==> src/rtl/core/urte_pkg.sv <==
// ----------------------------------------------------------------------------
// urte_pkg
// Shared types and constants for the register-link transaction engine.
// ----------------------------------------------------------------------------
package urte_pkg;

  // Frame and reply constants
  localparam logic [7:0]  SYNC_BYTE = 8'hFE;
  localparam logic [15:0] FAIL_DATA = 16'hFFFF;

  // Input operation codes
  localparam logic OP_CMD  = 1'b0;
  localparam logic OP_BYTE = 1'b1;

  // Result kind codes
  localparam logic KIND_TX   = 1'b0;
  localparam logic KIND_DONE = 1'b1;

  // Status codes
  localparam logic STAT_OK   = 1'b0;
  localparam logic STAT_FAIL = 1'b1;

  // Job queue geometry
  localparam int QDEPTH = 4;
  localparam int QAW    = $clog2(QDEPTH);
  localparam int QCW    = $clog2(QDEPTH + 1);

  typedef enum logic {
    JOB_FRAME = 1'b0,
    JOB_DONE  = 1'b1
  } job_kind_t;

  // One unit of work for the back end: a whole frame or one finished result
  typedef struct packed {
    job_kind_t   kind;
    logic        is_read;
    logic [7:0]  addr;
    logic [7:0]  hi;
    logic [7:0]  lo;
    logic [7:0]  chk;
    logic [15:0] read_data;
    logic        status;
  } job_t;

  // Queue status seen by front and back
  typedef struct packed {
    logic full;
    logic empty;
    logic [QCW-1:0] count;
  } q_stat_t;

endpackage

==> src/rtl/core/urte_in_if.sv <==
// ----------------------------------------------------------------------------
// urte_in_if
// Input channel: commands and received link bytes, valid/ready handshake.
// ----------------------------------------------------------------------------
interface urte_in_if;
  logic        valid;
  logic        ready;
  logic        op;
  logic        is_read;
  logic [6:0]  reg_address;
  logic [15:0] write_value;
  logic [7:0]  rx_byte;

  modport source (output valid, op, is_read, reg_address, write_value, rx_byte,
                  input ready);
  modport sink   (input valid, op, is_read, reg_address, write_value, rx_byte,
                  output ready);
endinterface

==> src/rtl/core/urte_out_if.sv <==
// ----------------------------------------------------------------------------
// urte_out_if
// Result channel: transmit bytes and finished-transaction reports.
// ----------------------------------------------------------------------------
interface urte_out_if;
  logic        valid;
  logic        ready;
  logic        kind;
  logic [7:0]  tx_byte;
  logic        last;
  logic [15:0] read_data;
  logic        status;

  modport source (output valid, kind, tx_byte, last, read_data, status,
                  input ready);
  modport sink   (input valid, kind, tx_byte, last, read_data, status,
                  output ready);
endinterface

==> src/rtl/core/urte_front.sv <==
// ----------------------------------------------------------------------------
// urte_front
// Accepts input items, tracks the link protocol state and queues jobs.
// ----------------------------------------------------------------------------
module urte_front (
  input  logic             clk,
  input  logic             rst_n,
  urte_in_if.sink          in_chan,
  input  urte_pkg::q_stat_t q_stat,
  output logic             push,
  output urte_pkg::job_t   push_job
);
  import urte_pkg::*;

  logic       busy_r,   busy_nxt;
  logic       pend_rd_r, pend_rd_nxt;
  logic [1:0] seen_r,   seen_nxt;
  logic [7:0] hi_r,     hi_nxt;
  logic [7:0] lo_r,     lo_nxt;
  logic [7:0] sent_r,   sent_nxt;

  logic       acc;
  logic [7:0] faddr;
  logic [7:0] fchk;
  logic [7:0] rsum;

  assign in_chan.ready = !q_stat.full;
  assign acc   = in_chan.valid && in_chan.ready;
  assign faddr = {in_chan.is_read, in_chan.reg_address};
  assign fchk  = in_chan.is_read ? faddr
               : 8'(in_chan.write_value[15:8] + in_chan.write_value[7:0] + faddr);
  assign rsum  = 8'(hi_r + lo_r);

  // Classify the transaction and work out the next protocol state
  always_comb begin
    busy_nxt    = busy_r;
    pend_rd_nxt = pend_rd_r;
    seen_nxt    = seen_r;
    hi_nxt      = hi_r;
    lo_nxt      = lo_r;
    sent_nxt    = sent_r;
    push        = 1'b0;
    push_job    = '0;
    push_job.read_data = FAIL_DATA;
    if (acc) begin
      if (in_chan.op == OP_CMD) begin
        push             = 1'b1;
        push_job.kind    = JOB_FRAME;
        push_job.is_read = in_chan.is_read;
        push_job.addr    = faddr;
        push_job.hi      = in_chan.write_value[15:8];
        push_job.lo      = in_chan.write_value[7:0];
        push_job.chk     = fchk;
        busy_nxt    = 1'b1;
        pend_rd_nxt = in_chan.is_read;
        seen_nxt    = 2'd0;
        hi_nxt      = 8'h00;
        lo_nxt      = 8'h00;
        sent_nxt    = fchk;
      end else if (busy_r) begin
        if (!pend_rd_r) begin
          // write echo
          push            = 1'b1;
          push_job.kind   = JOB_DONE;
          push_job.status = (in_chan.rx_byte != sent_r) ? STAT_FAIL : STAT_OK;
          busy_nxt = 1'b0;
          seen_nxt = 2'd0;
        end else if (seen_r == 2'd0) begin
          hi_nxt   = in_chan.rx_byte;
          seen_nxt = 2'd1;
        end else if (seen_r == 2'd1) begin
          lo_nxt   = in_chan.rx_byte;
          seen_nxt = 2'd2;
        end else begin
          // read checksum byte closes the reply
          push          = 1'b1;
          push_job.kind = JOB_DONE;
          if (in_chan.rx_byte == rsum) begin
            push_job.read_data = {hi_r, lo_r};
            push_job.status    = STAT_OK;
          end else begin
            push_job.status    = STAT_FAIL;
          end
          busy_nxt = 1'b0;
          seen_nxt = 2'd0;
        end
      end
    end
  end

  always_ff @(posedge clk) begin
    if (!rst_n) begin
      busy_r    <= 1'b0;
      pend_rd_r <= 1'b0;
      seen_r    <= 2'd0;
      hi_r      <= 8'h00;
      lo_r      <= 8'h00;
      sent_r    <= 8'h00;
    end else begin
      busy_r    <= busy_nxt;
      pend_rd_r <= pend_rd_nxt;
      seen_r    <= seen_nxt;
      hi_r      <= hi_nxt;
      lo_r      <= lo_nxt;
      sent_r    <= sent_nxt;
    end
  end

endmodule

==> src/rtl/core/urte_queue.sv <==
// ----------------------------------------------------------------------------
// urte_queue
// Short job queue between front and back; head visible without a pop.
// ----------------------------------------------------------------------------
module urte_queue (
  input  logic              clk,
  input  logic              rst_n,
  input  logic              push,
  input  urte_pkg::job_t    push_job,
  input  logic              pop,
  output urte_pkg::job_t    head_job,
  output urte_pkg::q_stat_t q_stat
);
  import urte_pkg::*;

  job_t           mem_r [QDEPTH];
  logic [QAW-1:0] wr_ptr_r;
  logic [QAW-1:0] rd_ptr_r;
  logic [QCW-1:0] cnt_r;

  assign head_job     = mem_r[rd_ptr_r];
  assign q_stat.full  = (cnt_r == QCW'(QDEPTH));
  assign q_stat.empty = (cnt_r == '0);
  assign q_stat.count = cnt_r;

  // Storage
  always_ff @(posedge clk) begin
    if (push) begin
      mem_r[wr_ptr_r] <= push_job;
    end
  end

  // Pointers and fill count
  always_ff @(posedge clk) begin
    if (!rst_n) begin
      wr_ptr_r <= '0;
      rd_ptr_r <= '0;
      cnt_r    <= '0;
    end else begin
      if (push) begin
        wr_ptr_r <= wr_ptr_r + QAW'(1);
      end
      if (pop) begin
        rd_ptr_r <= rd_ptr_r + QAW'(1);
      end
      if (push && !pop) begin
        cnt_r <= cnt_r + QCW'(1);
      end else if (pop && !push) begin
        cnt_r <= cnt_r - QCW'(1);
      end
    end
  end

endmodule

==> src/rtl/core/urte_back.sv <==
// ----------------------------------------------------------------------------
// urte_back
// Walks each queued job and drives one result per cycle into the output
// register while the output is not stalled.
// ----------------------------------------------------------------------------
module urte_back (
  input  logic              clk,
  input  logic              rst_n,
  input  urte_pkg::job_t    head_job,
  input  urte_pkg::q_stat_t q_stat,
  output logic              pop,
  urte_out_if.source        out_chan
);
  import urte_pkg::*;

  typedef enum logic [2:0] {
    S_SYNC,
    S_ADDR,
    S_HI,
    S_LO,
    S_CHK
  } step_t;

  step_t       step_r;
  step_t       step_nxt;
  logic        out_valid_r;
  logic        kind_r;
  logic [7:0]  tx_byte_r;
  logic        last_r;
  logic [15:0] read_data_r;
  logic        status_r;

  logic        adv;
  logic        res_kind;
  logic [7:0]  res_byte;
  logic        res_last;
  logic [15:0] res_data;
  logic        res_status;

  assign adv = !out_valid_r || out_chan.ready;
  assign pop = adv && !q_stat.empty && res_last;

  // Result for the current step of the head job
  always_comb begin
    res_kind   = KIND_TX;
    res_byte   = 8'h00;
    res_last   = 1'b0;
    res_data   = 16'h0000;
    res_status = STAT_OK;
    step_nxt   = step_r;
    if (head_job.kind == JOB_DONE) begin
      res_kind   = KIND_DONE;
      res_last   = 1'b1;
      res_data   = head_job.read_data;
      res_status = head_job.status;
      step_nxt   = S_SYNC;
    end else begin
      case (step_r)
        S_SYNC: begin
          res_byte = SYNC_BYTE;
          step_nxt = S_ADDR;
        end
        S_ADDR: begin
          res_byte = head_job.addr;
          step_nxt = head_job.is_read ? S_CHK : S_HI;
        end
        S_HI: begin
          res_byte = head_job.hi;
          step_nxt = S_LO;
        end
        S_LO: begin
          res_byte = head_job.lo;
          step_nxt = S_CHK;
        end
        S_CHK: begin
          res_byte = head_job.chk;
          res_last = 1'b1;
          step_nxt = S_SYNC;
        end
        default: begin
          res_byte = SYNC_BYTE;
          step_nxt = S_SYNC;
        end
      endcase
    end
  end

  // Step sequencer and output register
  always_ff @(posedge clk) begin
    if (!rst_n) begin
      step_r      <= S_SYNC;
      out_valid_r <= 1'b0;
    end else if (adv) begin
      if (!q_stat.empty) begin
        out_valid_r <= 1'b1;
        step_r      <= step_nxt;
        kind_r      <= res_kind;
        tx_byte_r   <= res_byte;
        last_r      <= res_last;
        read_data_r <= res_data;
        status_r    <= res_status;
      end else begin
        out_valid_r <= 1'b0;
      end
    end
  end

  assign out_chan.valid     = out_valid_r;
  assign out_chan.kind      = kind_r;
  assign out_chan.tx_byte   = tx_byte_r;
  assign out_chan.last      = last_r;
  assign out_chan.read_data = read_data_r;
  assign out_chan.status    = status_r;

endmodule

==> src/rtl/core/uart_register_transaction_engine_core.sv <==
// ----------------------------------------------------------------------------
// uart_register_transaction_engine_core
// Host-side engine for a byte-framed register link: builds request frames
// and checks replies.
// ----------------------------------------------------------------------------
//  channel   direction  handshake     payload
//  in_chan   sink       valid/ready   op, is_read, reg_address, write_value,
//                                     rx_byte
//  out_chan  source     valid/ready   kind, tx_byte, last, read_data, status
//
//  The front takes one transaction per cycle while the job queue has room.
//  The back emits one result per cycle unless stalled; its step sequencer runs
//  sync addr hi lo chk for a write, sync addr chk for a read, or a report.
//  Reset (rst_n low, synchronous) empties the queue and returns to idle.
//  A stalled output holds its result; the queue (4 jobs) keeps input moving.
// ----------------------------------------------------------------------------
module uart_register_transaction_engine_core (
  input  logic       clk,
  input  logic       rst_n,
  urte_in_if.sink    in_chan,
  urte_out_if.source out_chan
);
  import urte_pkg::*;

  logic    push;
  logic    pop;
  job_t    push_job;
  job_t    head_job;
  q_stat_t q_stat;

  urte_front u_front (
    .clk      (clk),
    .rst_n    (rst_n),
    .in_chan  (in_chan),
    .q_stat   (q_stat),
    .push     (push),
    .push_job (push_job)
  );

  urte_queue u_queue (
    .clk      (clk),
    .rst_n    (rst_n),
    .push     (push),
    .push_job (push_job),
    .pop      (pop),
    .head_job (head_job),
    .q_stat   (q_stat)
  );

  urte_back u_back (
    .clk      (clk),
    .rst_n    (rst_n),
    .head_job (head_job),
    .q_stat   (q_stat),
    .pop      (pop),
    .out_chan (out_chan)
  );

  // Queue never overfills and never pops when empty
  a_q_bound : assert property (@(posedge clk) disable iff (!rst_n)
    (q_stat.count <= QCW'(QDEPTH)) && !(pop && q_stat.empty))
    else $error("job queue count out of range");

  // A push is only made when the queue had room
  a_push_room : assert property (@(posedge clk) disable iff (!rst_n)
    push |-> !q_stat.full)
    else $error("push into full job queue");

  // A finished report is always the last result of its transaction
  a_done_last : assert property (@(posedge clk) disable iff (!rst_n)
    (out_chan.valid && out_chan.kind == KIND_DONE) |-> out_chan.last)
    else $error("finished result without last");

  // A popped job leaves the output register with its last result next cycle
  a_pop_last : assert property (@(posedge clk) disable iff (!rst_n)
    pop |=> (out_chan.valid && out_chan.last))
    else $error("job popped without its last result");

endmodule
==> src/flat_wrapper.sv <==
// flat-port wrapper written by rule: the top's interface ports become plain ports
module uart_register_transaction_engine_core_flat import urte_pkg::*;
  (clk, rst_n, in_chan_valid, in_chan_op, in_chan_is_read, in_chan_reg_address, in_chan_write_value, in_chan_rx_byte, in_chan_ready, out_chan_valid, out_chan_kind, out_chan_tx_byte, out_chan_last, out_chan_read_data, out_chan_status, out_chan_ready);
  urte_in_if in_chan_i ();
  urte_out_if out_chan_i ();
  input  logic clk;
  input  logic rst_n;
  input wire logic [$bits(in_chan_i.valid)-1:0] in_chan_valid;
  input wire logic [$bits(in_chan_i.op)-1:0] in_chan_op;
  input wire logic [$bits(in_chan_i.is_read)-1:0] in_chan_is_read;
  input wire logic [$bits(in_chan_i.reg_address)-1:0] in_chan_reg_address;
  input wire logic [$bits(in_chan_i.write_value)-1:0] in_chan_write_value;
  input wire logic [$bits(in_chan_i.rx_byte)-1:0] in_chan_rx_byte;
  output wire logic [$bits(in_chan_i.ready)-1:0] in_chan_ready;
  output wire logic [$bits(out_chan_i.valid)-1:0] out_chan_valid;
  output wire logic [$bits(out_chan_i.kind)-1:0] out_chan_kind;
  output wire logic [$bits(out_chan_i.tx_byte)-1:0] out_chan_tx_byte;
  output wire logic [$bits(out_chan_i.last)-1:0] out_chan_last;
  output wire logic [$bits(out_chan_i.read_data)-1:0] out_chan_read_data;
  output wire logic [$bits(out_chan_i.status)-1:0] out_chan_status;
  input wire logic [$bits(out_chan_i.ready)-1:0] out_chan_ready;
  assign in_chan_i.valid = in_chan_valid;
  assign in_chan_i.op = in_chan_op;
  assign in_chan_i.is_read = in_chan_is_read;
  assign in_chan_i.reg_address = in_chan_reg_address;
  assign in_chan_i.write_value = in_chan_write_value;
  assign in_chan_i.rx_byte = in_chan_rx_byte;
  assign in_chan_ready = in_chan_i.ready;
  assign out_chan_valid = out_chan_i.valid;
  assign out_chan_kind = out_chan_i.kind;
  assign out_chan_tx_byte = out_chan_i.tx_byte;
  assign out_chan_last = out_chan_i.last;
  assign out_chan_read_data = out_chan_i.read_data;
  assign out_chan_status = out_chan_i.status;
  assign out_chan_i.ready = out_chan_ready;
  uart_register_transaction_engine_core u_core (.clk(clk), .rst_n(rst_n), .in_chan(in_chan_i), .out_chan(out_chan_i));
endmodule
==> config.mk <==
export PLATFORM = sky130hd
export DESIGN_NAME = uart_register_transaction_engine_core_flat
export DESIGN_NICKNAME = d
export VERILOG_FILES = /design/src/rtl/core/urte_pkg.sv /design/src/rtl/core/urte_in_if.sv /design/src/rtl/core/urte_out_if.sv /design/src/rtl/core/urte_front.sv /design/src/rtl/core/urte_queue.sv /design/src/rtl/core/urte_back.sv /design/src/rtl/core/uart_register_transaction_engine_core.sv /design/src/flat_wrapper.sv
export SDC_FILE = /design/constraint.sdc
export NUM_CORES = 1
export LEC_CHECK = 0
export ABC_AREA = 1
export BUFFER_PORTS_ARGS = -buffer_cell sky130_fd_sc_hd__buf_2
export CAP_MARGIN = 20
export CORE_MARGIN = 2
export CORE_UTILIZATION = 29
export DETAILED_ROUTE_END_ITERATION = 7
export PLACE_DENSITY = 0.4
export SETUP_SLACK_MARGIN = 0.05
export SLEW_MARGIN = 40
export SYNTH_ARGS = -nofsm -noshare
export SYNTH_HDL_FRONTEND = slang
export SYNTH_SLANG_ARGS = --single-unit
==> constraint.sdc <==
create_clock -name clk -period 3.9 [get_ports clk]
set_input_delay 0.39 -clock clk [delete_from_list [all_inputs] [get_ports clk]]
set_output_delay 0.39 -clock clk [all_outputs]
set_load 0.02 [all_outputs]
==> impl_metrics.toml <==
[finish]
num_antenna_cells = 0
drive_gt1_share_pct = 15.1
synthToLayoutAreaGrowth_pct = 15.7
fin_nets = 1258
nFillCells = 4149
stdcell_area_sq_um = 14000

[global_route]
gr-total-overflow = 0
grt.met2_usage_pct = 25.6
grt_pass1_wl_um = 50700
grt_pass1_vias = 8164
antenna_found_initial = 0
met1_usage_pct = 21.3
grt_max_degree = 73
grt-busiest-layer = "met2"
grt_util_met3_pct = 1.93
track_usage_pct = 15.4

[clock_network]
cts_setup_buffers = 0
ctsHoldBuffers = 0
cts_tree = "done"
numCtsBuffers = 31
clockBufferDepth = 3
cts_resized = 0
clk_latency_ns = 0.56
clock-sinks = 268
htree_levels = 1
path_clk_slew_ns = 0.06
clock-root-buffer = "clkbuf_16"

[timing]
final-hold-violation-count = 0
slew_headroom_pct = 46.3
rsz0062_at_grt = "false"
fin_crit_ns = 2.67
finalSetupViolCount = 0
max_freq_ghz = 0.374
finalClockSkew_ns = 0.0127
worst_pin_slew_ns = 0.800
finalMaxSlewViolations = 0
setup_tns_ns = 0
finalWorstSetupSlack_ns = 1.23
period_share_pct = 68.6

[worst_setup_path]
crit_fanout = 36
crit_path_start_kind = "flip-flop"
cp_cell_sequence = "inv_2 -> nand2_1 -> nand3_1 -> nand2_2 -> nand2_2 -> nand2_4 -> ha_1 -> inv_1 -> fa_1 -> a21oi_1 -> o21ai_0 -> o21ai_0 -> a21oi_1"
max_stage_delay_ns = 0.61
r2r_setup_slack_ns = 1.23
cp.required_ns = 4.34
r2r_cells = 13
crit_type = "reg2reg"
reg2reg_to = "u_core.u_queue.cnt_r[2]"
slowest_stage = "dfxtp_4"
arrival_ns = 3.12
endpoint_kind = "flip-flop"

[floorplan]
num_rows = 74
dieWidth_um = 208
pin_count = 66
fp.coreArea_sq_um = 41000
die_y_um = 208
die_area_sq_um = 43300
start_util_pct = 29.5

[placed_design]
place.gp.congestion = 0.740
io_buffer_count = 65
post_dp_cell_area_sq_um = 13000
dp_hpwl_um = 20600
place_ws_ns = 1.19

[logic_synthesis]
netlist_top_cells_area = "edfxtp_1, dfxtp_1, nor2_1"
postSynthCellCount = 1133
async_flop_share_pct = 0
synth_edf_count = 227
synth_cell_type_count = 42
seq_area_frac_synth_pct = 63.2
synth_seq_cells = 268
yosysWarningCount = 0
synth_area_per_cell_sq_um = 10.7
ys.flop_type = "edfxtp_1"
yosys.area.top_type = "edfxtp_1"
synth_area_sq_um = 12100
syn_nets = 1198
synth_common_cells = "edfxtp_1, nor2_1, nand2_1"
synth_most_common_cell = "edfxtp_1"
synth_top_area_share_pct = 56.4

[detailed_routing]
vias = 8116
detail-route-antenna-nets = 0
drc_errors = 0
wl_per_cell_um = 18.9
vias_per_cell = 4.64
wl_um = 33100
drt_first_pass_iters = 4
initialDrtViolationCount = 458

[hold_path]
min-delay-path-class = "in2reg"
hold_path_depth = 3
holdPathEnd = "u_core.u_front.hi_r[5]"
holdCritStartpoint = "in_chan_rx_byte[5]"

[pwr]
ir_worst_vdd_mv = 0.348
leakage_nw = 5.36
power_density_nw_per_um2 = 634

[job]
drv_cap = 0

[outcome]
outcome = "complete, no violations"
critical path: cells and delay by family, from the launching register on:
family,cells,cell delay [ns]
fa+ha+maj,2,0.58
flops,1,0.61
compound gates,4,0.46
buf+inv,2,0.41
simple gates,5,0.51
registers in the layout, indices dropped and copies added (netlist names), 2 cells and up, named ones only:
name / cells
u_core.u_queue.rd_ptr_r: 2
u_core.u_back.out_chan.read_data: 16
u_core.u_front.hi_r: 8
u_core.u_front.seen_r: 2
u_core.u_queue.mem_r: 200
u_core.u_queue.cnt_r: 3
u_core.u_front.sent_r: 8
u_core.u_front.lo_r: 8
u_core.u_queue.wr_ptr_r: 2
u_core.u_back.out_chan.tx_byte: 8
u_core.u_back.step_r: 3
routing by layer:
metal	vias up	wire length, um
li1	4019	-
met1	3916	15900
met2	142	15500
met3	39	1190
met4	0	603
met5	-	0
cell type report:
type                       instances  area, sq um  area share, %
tap                              532          666           4.76
clock inverter                    20          199           1.42
clock buffer                      36          805           5.75
multi-input combinational        716         3820           27.3
inverter                         100          378           2.70
timing repair buffer              76          470           3.36
sequential                       268         7640           54.7
cells in the final DEF, fill, tap and decap left out, types with 31 or more instances in the layout:
| cell type | n |
|---|---|
| nand3_1 | 48 |
| nor2_1 | 171 |
| edfxtp_1 | 227 |
| inv_1 | 88 |
| o21ai_0 | 102 |
| nand2_1 | 172 |
| o22ai_1 | 33 |
| clkbuf_16 | 31 |
| dfxtp_1 | 39 |
| a21oi_1 | 60 |
| buf_2 | 65 |
report_power, final:
part | internal (mW) | switching, mW
clock network | 1.73 | 1.15
registers | 3.50 | 0.186
logic | 0.644 | 1.66
total | 5.87 | 3.00
worst max path at each step:
| stage | startpoint | to | slack [ns] |
|---|---|---|---|
| after floorplan | u_core.u_queue.cnt_r[0] | u_core.u_queue.mem_r[0][0] | 0.23 |
| after global routing | flip-flop | u_core.u_queue.cnt_r[2] | 0.90 |
| after global placement | flip-flop | u_core.u_queue.cnt_r[2] | 1.12 |
| after CTS | flip-flop | u_core.u_queue.cnt_r[2] | 1.18 |
| after detailed placement | flip-flop | u_core.u_queue.cnt_r[2] | 1.19 |
| final | flip-flop | u_core.u_queue.cnt_r[2] | 1.23 |
cell families (layout without fill, tap and decap cells):
family / Yosys count / count (layout) / share of synthesized area (%)
compound gates: 217 / 217 / 9.45
xor+xnor: 11 / 11 / 0.797
fa+ha+maj: 28 / 28 / 3.52
buf+inv: 149 / 232 / 5.48
flops: 268 / 268 / 63.2
simple gates: 460 / 460 / 17.6
through the flow:
stage	cells	util [%]	power [mW]	hold slack (ns)
after floorplan	1133	-	5.31	0.444
after global placement	1692	31.6	6.11	0.459
after detailed placement	1692	31.6	6.12	0.468
after CTS	1748	34.1	9.02	0.119
after global routing	1748	34.1	9.41	0.146
final	1748	34.1	8.87	0.147
(Power assumes the default switching activity.)
